--- src/hdl/ecd_pkg.sv ---
// Shared types, constants and small lookup tables for the epoch-to-date converter.
// No dependencies; used by epoch_seconds_to_calendar_date_core.
`default_nettype none

package ecd_pkg;

	// Field widths of the ports
	localparam int EPOCH_W = 36;
	localparam int YEAR_W  = 12;
	localparam int MONTH_W = 4;
	localparam int DOM_W   = 5;
	localparam int WDAY_W  = 3;
	localparam int HOUR_W  = 5;
	localparam int MIN_W   = 6;
	localparam int SEC_W   = 6;

	// Register stages from input to output
	localparam int STAGES = 16;

	// Seconds per day = 2^7 * 675: the low seven bits bypass the divider
	localparam int SEC_LO_W = 7;
	localparam int DAY_DIV  = 675;
	localparam int HOUR_DIV = 3600;
	localparam int MIN_DIV  = 60;

	// Julian-day method constants
	localparam logic [21:0] T1_BIAS   = 22'd102032;
	localparam int          T1_DIV    = 146097;
	localparam logic [5:0]  T1_OFS    = 6'd15;
	localparam logic [21:0] T2_BIAS   = 22'd2442113;
	localparam logic [25:0] YR_MUL    = 26'd20;
	localparam logic [25:0] YR_BIAS   = 26'd2442;
	localparam int          YR_DIV    = 7305;
	localparam logic [21:0] DAYS_YEAR = 22'd365;
	localparam logic [18:0] MO_MUL    = 19'd1000;
	localparam int          MO_DIV    = 30601;
	localparam logic [8:0]  DAYS_MO   = 9'd30;
	localparam logic [4:0]  MO_SPLIT  = 5'd13;
	localparam logic [13:0] YR_OFS_LO = 14'd4716;
	localparam logic [13:0] YR_OFS_HI = 14'd4715;

	// Zeller's congruence: century split and bias (7*20 less the day offset of one)
	localparam int          CENT_DIV  = 100;
	localparam logic [9:0]  ZEL_BIAS  = 10'd139;
	localparam int          WEEK_DIV  = 7;
	localparam logic [3:0]  MARCH     = 4'd3;
	localparam logic [3:0]  MO_YEAR   = 4'd12;

	// Per-beat payload carried down the pipeline; each stage fills what it computes
	typedef struct packed {
		logic [SEC_LO_W-1:0] ts_lo;
		logic [19:0]         days;
		logic [HOUR_W-1:0]   hour;
		logic [MIN_W-1:0]    minute;
		logic [SEC_W-1:0]    second;
		logic [21:0]         t2;
		logic [13:0]         yr;
		logic [8:0]          t3;
		logic [12:0]         year;
		logic [MONTH_W-1:0]  month;
		logic [DOM_W-1:0]    dom;
		logic [3:0]          mz;
		logic [8:0]          sum;
	} lane_t;

	// floor(m * 601 / 1000)
	function automatic logic [4:0] month_frac(input logic [4:0] m);
		logic [4:0] r;
		case (m)
			5'd0, 5'd1:   r = 5'd0;
			5'd2, 5'd3:   r = 5'd1;
			5'd4:         r = 5'd2;
			5'd5, 5'd6:   r = 5'd3;
			5'd7, 5'd8:   r = 5'd4;
			5'd9:         r = 5'd5;
			5'd10, 5'd11: r = 5'd6;
			5'd12, 5'd13: r = 5'd7;
			5'd14:        r = 5'd8;
			5'd15, 5'd16: r = 5'd9;
			5'd17, 5'd18: r = 5'd10;
			5'd19:        r = 5'd11;
			5'd20, 5'd21: r = 5'd12;
			5'd22, 5'd23: r = 5'd13;
			5'd24:        r = 5'd14;
			5'd25, 5'd26: r = 5'd15;
			5'd27, 5'd28: r = 5'd16;
			5'd29:        r = 5'd17;
			default:      r = 5'd18;
		endcase
		return r;
	endfunction

	// floor(13 * (m + 1) / 5)
	function automatic logic [5:0] zeller_month(input logic [3:0] m);
		logic [5:0] r;
		case (m)
			4'd0:    r = 6'd2;
			4'd1:    r = 6'd5;
			4'd2:    r = 6'd7;
			4'd3:    r = 6'd10;
			4'd4:    r = 6'd13;
			4'd5:    r = 6'd15;
			4'd6:    r = 6'd18;
			4'd7:    r = 6'd20;
			4'd8:    r = 6'd23;
			4'd9:    r = 6'd26;
			4'd10:   r = 6'd28;
			4'd11:   r = 6'd31;
			4'd12:   r = 6'd33;
			4'd13:   r = 6'd36;
			4'd14:   r = 6'd39;
			default: r = 6'd41;
		endcase
		return r;
	endfunction

endpackage

`default_nettype wire

--- src/hdl/ecd_const_div.sv ---
// Two-stage divider by a constant: reciprocal estimate, then one correction step.
// Standalone; instantiated by epoch_seconds_to_calendar_date_core.
`default_nettype none

module ecd_const_div #(
	parameter int NUM_W   = 8,
	parameter int QUO_W   = 8,
	parameter int REM_W   = 8,
	parameter int DIVISOR = 3
) (
	input  logic             clk,
	input  logic             en_a,
	input  logic             en_b,
	input  logic [NUM_W-1:0] num,
	output logic [QUO_W-1:0] quo,
	output logic [REM_W-1:0] rem
);

	// floor(2^NUM_W / DIVISOR): estimate is exact or one short
	localparam longint unsigned RecipL = (64'd1 << NUM_W) / DIVISOR;
	localparam logic [NUM_W-1:0] Recip = NUM_W'(RecipL);
	localparam logic [NUM_W-1:0] DivN  = NUM_W'(DIVISOR);

	logic [2*NUM_W-1:0] prod;
	logic [NUM_W-1:0]   num_s1;
	logic [QUO_W-1:0]   est_s1;
	logic [NUM_W-1:0]   back;
	logic [NUM_W-1:0]   resid;

	assign prod = {{NUM_W{1'b0}}, num} * {{NUM_W{1'b0}}, Recip};

	always_ff @(posedge clk) begin
		if (en_a) begin
			num_s1 <= num;
			est_s1 <= QUO_W'(prod[2*NUM_W-1:NUM_W]);
		end
	end

	assign back  = NUM_W'(est_s1) * DivN;
	assign resid = num_s1 - back;

	always_ff @(posedge clk) begin
		if (en_b) begin
			if (resid >= DivN) begin
				quo <= est_s1 + QUO_W'(1);
				rem <= REM_W'(resid - DivN);
			end else begin
				quo <= est_s1;
				rem <= REM_W'(resid);
			end
		end
	end

endmodule

`default_nettype wire

--- src/hdl/epoch_seconds_to_calendar_date_core.sv ---
// Top level of the epoch-seconds to calendar date and time converter.
// Depends on ecd_pkg and ecd_const_div.
`default_nettype none

// Converts a count of seconds since 1970-01-01 00:00:00 into year, month,
// day of month, weekday (0 = Sunday), hour, minute and second. The block is a
// pipeline of 16 register stages: each timestamp beat produces exactly one date
// beat, and date_valid rises once the beat has reached the last stage. A new
// beat can be accepted every cycle while epoch_ready is high, that is unless
// backpressure from date_ready has filled every stage.
// Throughput is one beat per clock, set by the fully pipelined constant
// dividers (each a reciprocal multiply stage plus a correction stage). On
// backpressure only the stages that hold data stall; empty stages keep
// filling, so epoch_ready stays high until every stage holds a beat.
// epoch_ready depends combinationally on date_ready. The block holds no state
// beyond the pipeline; year carries the low 12 bits of the true year for
// inputs past the end of year 4095. No configuration, no clearing pass.
module epoch_seconds_to_calendar_date_core (
	input  logic                         clk,
	input  logic                         arst_n,

	input  logic                         epoch_valid,
	output logic                         epoch_ready,
	input  logic [ecd_pkg::EPOCH_W-1:0]  epoch_seconds,

	output logic                         date_valid,
	input  logic                         date_ready,
	output logic [ecd_pkg::YEAR_W-1:0]   year,
	output logic [ecd_pkg::MONTH_W-1:0]  month,
	output logic [ecd_pkg::DOM_W-1:0]    day_of_month,
	output logic [ecd_pkg::WDAY_W-1:0]   weekday,
	output logic [ecd_pkg::HOUR_W-1:0]   hour,
	output logic [ecd_pkg::MIN_W-1:0]    minute,
	output logic [ecd_pkg::SEC_W-1:0]    second
);

	localparam int NS = ecd_pkg::STAGES;
	localparam logic [NS-1:0] AllVld = {NS{1'b1}};
	localparam int DayNumW = ecd_pkg::EPOCH_W - ecd_pkg::SEC_LO_W;

	// Stage valid bits and per-stage load enables
	logic [NS-1:0] vld_s;
	logic [NS-1:0] vld_in;
	logic [NS-1:0] en;

	ecd_pkg::lane_t lane_s [NS];
	ecd_pkg::lane_t lane_d [NS];

	// Divider results, each aligned with the lane stage noted
	logic [19:0] day_q;  logic [9:0]  day_r;   // stage 1
	logic [4:0]  hr_q;   logic [11:0] hr_r;    // stage 3
	logic [4:0]  t1_q;   logic [17:0] t1_r;    // stage 3
	logic [5:0]  min_q;  logic [5:0]  min_r;   // stage 5
	logic [13:0] yr_q;   logic [12:0] yr_r;    // stage 6
	logic [4:0]  mo_q;   logic [14:0] mo_r;    // stage 9
	logic [5:0]  cent_q; logic [6:0]  yoc;     // stage 12
	logic [5:0]  wk_q;   logic [2:0]  wk_r;    // stage 15

	// Divider operands
	logic [16:0] sod;
	logic [21:0] t1_num;
	logic [5:0]  t1;
	logic [25:0] yr_num;
	logic [18:0] mo_num;
	logic [12:0] yz;

	// ------------------------------------------------------------------
	// Flow control: a stage loads when it is empty or everything downstream
	// of it can move.
	// ------------------------------------------------------------------
	always_comb begin
		for (int i = 0; i < NS; i++) begin
			en[i] = date_ready || ((vld_s >> i) != (AllVld >> i));
		end
	end

	assign vld_in      = {vld_s[NS-2:0], epoch_valid};
	assign epoch_ready = en[0];

	always_ff @(posedge clk or negedge arst_n) begin
		if (!arst_n) begin
			vld_s <= '0;
		end else begin
			vld_s <= (en & vld_in) | (~en & vld_s);
		end
	end

	always_ff @(posedge clk) begin
		for (int i = 0; i < NS; i++) begin
			if (en[i]) begin
				lane_s[i] <= lane_d[i];
			end
		end
	end

	// ------------------------------------------------------------------
	// Dividers. Stage pairs: day 0/1, hour and t1 2/3, minute 4/5,
	// year 5/6, month 8/9, century 11/12, weekday 14/15.
	// ------------------------------------------------------------------
	ecd_const_div #(
		.NUM_W(DayNumW), .QUO_W(20), .REM_W(10), .DIVISOR(ecd_pkg::DAY_DIV)
	) u_day (
		.clk(clk), .en_a(en[0]), .en_b(en[1]),
		.num(epoch_seconds[ecd_pkg::EPOCH_W-1:ecd_pkg::SEC_LO_W]),
		.quo(day_q), .rem(day_r)
	);

	// Second of day: day remainder rejoined with the bypassed low bits
	assign sod    = {day_r, lane_s[1].ts_lo};
	assign t1_num = {day_q, 2'b00} + ecd_pkg::T1_BIAS;

	ecd_const_div #(
		.NUM_W(17), .QUO_W(5), .REM_W(12), .DIVISOR(ecd_pkg::HOUR_DIV)
	) u_hour (
		.clk(clk), .en_a(en[2]), .en_b(en[3]),
		.num(sod), .quo(hr_q), .rem(hr_r)
	);

	ecd_const_div #(
		.NUM_W(22), .QUO_W(5), .REM_W(18), .DIVISOR(ecd_pkg::T1_DIV)
	) u_t1 (
		.clk(clk), .en_a(en[2]), .en_b(en[3]),
		.num(t1_num), .quo(t1_q), .rem(t1_r)
	);

	ecd_const_div #(
		.NUM_W(12), .QUO_W(6), .REM_W(6), .DIVISOR(ecd_pkg::MIN_DIV)
	) u_min (
		.clk(clk), .en_a(en[4]), .en_b(en[5]),
		.num(hr_r), .quo(min_q), .rem(min_r)
	);

	// 20*t2 never drops below the bias: t2 starts above 2442113
	assign yr_num = 26'(lane_s[4].t2) * ecd_pkg::YR_MUL - ecd_pkg::YR_BIAS;

	ecd_const_div #(
		.NUM_W(26), .QUO_W(14), .REM_W(13), .DIVISOR(ecd_pkg::YR_DIV)
	) u_yr (
		.clk(clk), .en_a(en[5]), .en_b(en[6]),
		.num(yr_num), .quo(yr_q), .rem(yr_r)
	);

	assign mo_num = 19'(lane_s[7].t3) * ecd_pkg::MO_MUL;

	ecd_const_div #(
		.NUM_W(19), .QUO_W(5), .REM_W(15), .DIVISOR(ecd_pkg::MO_DIV)
	) u_mo (
		.clk(clk), .en_a(en[8]), .en_b(en[9]),
		.num(mo_num), .quo(mo_q), .rem(mo_r)
	);

	// Zeller counts January and February as months 13 and 14 of the prior year
	assign yz = (lane_s[10].month < ecd_pkg::MARCH) ? lane_s[10].year - 13'd1
	                                                 : lane_s[10].year;

	ecd_const_div #(
		.NUM_W(13), .QUO_W(6), .REM_W(7), .DIVISOR(ecd_pkg::CENT_DIV)
	) u_cent (
		.clk(clk), .en_a(en[11]), .en_b(en[12]),
		.num(yz), .quo(cent_q), .rem(yoc)
	);

	ecd_const_div #(
		.NUM_W(9), .QUO_W(6), .REM_W(3), .DIVISOR(ecd_pkg::WEEK_DIV)
	) u_wk (
		.clk(clk), .en_a(en[14]), .en_b(en[15]),
		.num(lane_s[13].sum), .quo(wk_q), .rem(wk_r)
	);

	assign t1 = {1'b0, t1_q} + ecd_pkg::T1_OFS;

	// ------------------------------------------------------------------
	// Lane payload: pass everything down, fill in fields where computed
	// ------------------------------------------------------------------
	always_comb begin
		lane_d[0]       = '0;
		lane_d[0].ts_lo = epoch_seconds[ecd_pkg::SEC_LO_W-1:0];
		for (int i = 1; i < NS; i++) begin
			lane_d[i] = lane_s[i-1];
		end

		lane_d[2].days = day_q;

		lane_d[4].hour = hr_q;
		lane_d[4].t2   = 22'(lane_s[3].days) + ecd_pkg::T2_BIAS + 22'(t1) - 22'(t1 >> 2);

		lane_d[6].minute = min_q;
		lane_d[6].second = min_r;

		// Day count from the March-based year start
		lane_d[7].yr = yr_q;
		lane_d[7].t3 = 9'(lane_s[6].t2 - 22'(yr_q) * ecd_pkg::DAYS_YEAR - 22'(yr_q >> 2));

		lane_d[10].dom = 5'(lane_s[9].t3 - 9'(mo_q) * ecd_pkg::DAYS_MO
		                    - 9'(ecd_pkg::month_frac(mo_q)));
		if (mo_q <= ecd_pkg::MO_SPLIT) begin
			lane_d[10].year  = 13'(lane_s[9].yr - ecd_pkg::YR_OFS_LO);
			lane_d[10].month = 4'(mo_q - 5'd1);
		end else begin
			lane_d[10].year  = 13'(lane_s[9].yr - ecd_pkg::YR_OFS_HI);
			lane_d[10].month = 4'(mo_q - ecd_pkg::MO_SPLIT);
		end

		lane_d[11].mz = (lane_s[10].month < ecd_pkg::MARCH)
		                ? lane_s[10].month + ecd_pkg::MO_YEAR : lane_s[10].month;

		// Bias keeps the sum positive before the two-century term comes off
		lane_d[13].sum = 9'(10'(cent_q >> 2) + 10'(yoc) + 10'(yoc >> 2)
		                    + 10'(ecd_pkg::zeller_month(lane_s[12].mz))
		                    + 10'(lane_s[12].dom) + ecd_pkg::ZEL_BIAS
		                    - 10'({cent_q, 1'b0}));
	end

	// ------------------------------------------------------------------
	// Output beat
	// ------------------------------------------------------------------
	assign date_valid   = vld_s[NS-1];
	assign year         = lane_s[NS-1].year[ecd_pkg::YEAR_W-1:0];
	assign month        = lane_s[NS-1].month;
	assign day_of_month = lane_s[NS-1].dom;
	assign weekday      = wk_r;
	assign hour         = lane_s[NS-1].hour;
	assign minute       = lane_s[NS-1].minute;
	assign second       = lane_s[NS-1].second;

endmodule

`default_nettype wire

--- config.mk ---
export PLATFORM = sky130hd
export DESIGN_NAME = epoch_seconds_to_calendar_date_core
export DESIGN_NICKNAME = d
export VERILOG_FILES = /design/src/hdl/ecd_pkg.sv /design/src/hdl/ecd_const_div.sv /design/src/hdl/epoch_seconds_to_calendar_date_core.sv
export SDC_FILE = /design/constraint.sdc
export NUM_CORES = 2
export LEC_CHECK = 0
export ABC_AREA = 0
export BUFFER_PORTS_ARGS = -buffer_cell sky130_fd_sc_hd__buf_2
export CAP_MARGIN = 0
export CORE_MARGIN = 3
export CORE_UTILIZATION = 45
export CTS_CLUSTER_SIZE = 16
export DETAILED_ROUTE_END_ITERATION = 6
export HOLD_SLACK_MARGIN = 0.12
export SYNTH_ARGS = -nofsm -noshare
export SYNTH_HDL_FRONTEND = slang
export SYNTH_HIERARCHICAL = 1
export SYNTH_SLANG_ARGS = --single-unit
--- constraint.sdc ---
create_clock -name clk -period 8.7 [get_ports clk]
set_clock_uncertainty 0.1 [all_clocks]
set_input_delay 0.435 -clock clk [delete_from_list [all_inputs] [get_ports clk]]
set_output_delay 0.435 -clock clk [all_outputs]
set_load 0.01 [all_outputs]
==> flow_metrics.env <==
export IMPL_outcome="complete, no violations"
export IMPL_grt_max_degree=70
export IMPL_post_route_cells_drive_above_1_share=0.0715
export IMPL_timing_final_crit_period_ps=8280
export IMPL_post_dp_hpwl_um=104000
export IMPL_startpoint_type="flop"
export IMPL_syn_mean_instance_area_um2=12.0
export IMPL_synthesis_area_um2=67700
export IMPL_postRouteWirelength_um=129000
export IMPL_core_um2=149000
export IMPL_filler_cell_count=13200
export IMPL_setup_viol=0
export IMPL_finish_utilization=0.501
export IMPL_grt_pass1_vias=42200
export IMPL_worst_setup_path_type="flop to flop"
export IMPL_die_area_um2=155000
export IMPL_final_hold_violation_count=0
export IMPL_worst_path_most_repeated_cell="fa_1"
export IMPL_yosys_warnings=6
export IMPL_drt_first_pass_iters=5
export IMPL_grt_remaining_overflow=0
export IMPL_wl_per_cell_um=16.2
export IMPL_slew_headroom=0.295
export IMPL_via_per_inst=5.10
export IMPL_pin_count=83
export IMPL_grtUsageTotal=0.170
export IMPL_clock_fmax_mhz=121
export IMPL_num_vias=40700
export IMPL_r2r_slack_ps=420
export IMPL_end_point_of_the_worst_hold_path="lane_s[7][81]"
export IMPL_critical_path_arrival_ps=8640
export IMPL_cts_root_buf="clkbuf_16"
export IMPL_globalplace_congestion=0.878
export IMPL_areaGrowthSynthToFinish_pct=9.82
export IMPL_worst_hold_path_num_cells=0
export IMPL_global_route_wire_length_before_repair_um=215000
export IMPL_slew_violations=0
export IMPL_grt_setup_unrepaired="no"
export IMPL_tritoncts_num_sinks=799
export IMPL_max_cap_violations=0
export IMPL_die_width_um=394
export IMPL_synthesis_instances=5665
export IMPL_critical_path_max_stage_delay_ps=570
export IMPL_buffer_ports_inserted=82
export IMPL_floorplan_rows=141
export IMPL_remaining_drc_errors=0
export IMPL_reg2reg_depth=29
export IMPL_worst_skew_pair_late_latency_ps=710
export IMPL_final_net_count=7627
export IMPL_cts_reportedPaths_clkPinSlew_ps=60
export IMPL_floorplan_die_height_um=394
export IMPL_cts_inserted_buffers=88
export IMPL_hold_path_startpoint="lane_s[6][81]"
export IMPL_layout_area_seq_um2=23900
export IMPL_worstPathRequired_ps=9060
export IMPL_worstReg2RegEnd="u_yr/est_s1[13]"
export IMPL_tightest_slew_ps=1050
export IMPL_reg2reg_launch_point="lane_s[4][61]"
export IMPL_timing_final_crit_share=0.952
export IMPL_cts_htree_levels=3
export IMPL_leading_cell_type_in_the_layout_fill_and_taps_excluded="ha_1"
export IMPL_crit_path_top_delay_cell="fa_1"
export IMPL_most_common_layout_cells="ha_1 (1124), inv_1 (960), edfxtp_1 (783)"
export IMPL_start_util=0.456
export IMPL_crit_fanout=5
export IMPL_1st_iter_drt_viols=1900
export IMPL_clock_tree_buffer_depth=3
export IMPL_initial_antenna_violation_count=1
export IMPL_hold_class="flop to flop"
export IMPL_ant_nets=0
export IMPL_cts_tree="done"
export IMPL_worstSetupEndpointType="flop"
export IMPL_multi_input_gate_area_um2=40200
==> sequential cells by signal, indices dropped and copies added (netlist names), 17 cells and up <==
name           cells
u_t1/num_s1       22
u_mo/num_s1       19
u_day/est_s1      20
u_day/quo         20
u_yr/num_s1       26
u_day/num_s1      29
u_hour/num_s1     17
lane_s           471
==> final cells by class <==
cell class / instances / area share
repair buffers: 180 / 0.0168
diodes: 1 / 0.0000337
clock inverters: 55 / 0.00860
clock buffers: 104 / 0.0307
well taps: 2002 / 0.0337
flip-flops and latches: 799 / 0.322
inverters: 963 / 0.0486
multi-input cells: 3871 / 0.540
==> critical path, delay by kind of cell (launching register included) <==
| kind | cells | cell delay (ps) |
|---|---|---|
| simple gates | 2 | 270 |
| fa+ha+maj | 9 | 3700 |
| compound gates | 14 | 2770 |
| xor+xnor | 2 | 440 |
| flops | 1 | 420 |
| buf+inv | 2 | 350 |
==> stage by stage <==
| stage | cells | hold slack [ps] | TNS, ps | area, µm² | worst slack (ps) |
|---|---|---|---|---|---|
| 2_1_floorplan | 5688 | 39.4 | 0 | 67800 | 240 |
| 3_3_place_gp | 7767 | 301 | 0 | 70800 | 53.1 |
| 3_5_place_dp | 7767 | 305 | -3.34 | 70800 | -3.34 |
| 4_1_cts | 7966 | 250 | 0 | 74200 | 7.41 |
| 5_1_grt | 7975 | 287 | 0 | 74400 | 5.71 |
| 6_report | 7975 | 280 | 0 | 74400 | 418 |
==> per-layer routing <==
metal | vias to the layer above | part of all wire | global-route usage
li1 | 20200 | - | -
met1 | 19800 | 0.45 | 0.219
met2 | 501 | 0.50 | 0.301
met3 | 171 | 0.028 | 0.0229
met4 | 0 | 0.023 | 0.0403
met5 | - | 0 | 0
==> timing repair <==
| action | CTS | global route |
|---|---|---|
| endpoints found under the setup margin | 0 | 7 |
| gates resized for setup | 0 | 18 |
| hold endpoints to repair | 53 | 0 |
| buffers inserted | 0 | 8 |
| hold buffers | 40 | 0 |
==> worst max-delay path by stage <==
stage                             start               to  slack (ps)
after floorplan           lane_s[4][59]  u_yr/est_s1[13]         240
after global placement    lane_s[4][61]  u_yr/est_s1[13]          50
after detailed placement  lane_s[4][61]  u_yr/est_s1[13]          -3
after CTS                 lane_s[4][58]  u_yr/est_s1[13]           7
after global routing      lane_s[4][59]  u_yr/est_s1[13]           6
final                     lane_s[4][61]  u_yr/est_s1[13]         420
Power is left out: the tool's default activity adds up to more than one toggle a clock period on the data nets, which glitch-free logic cannot reach.
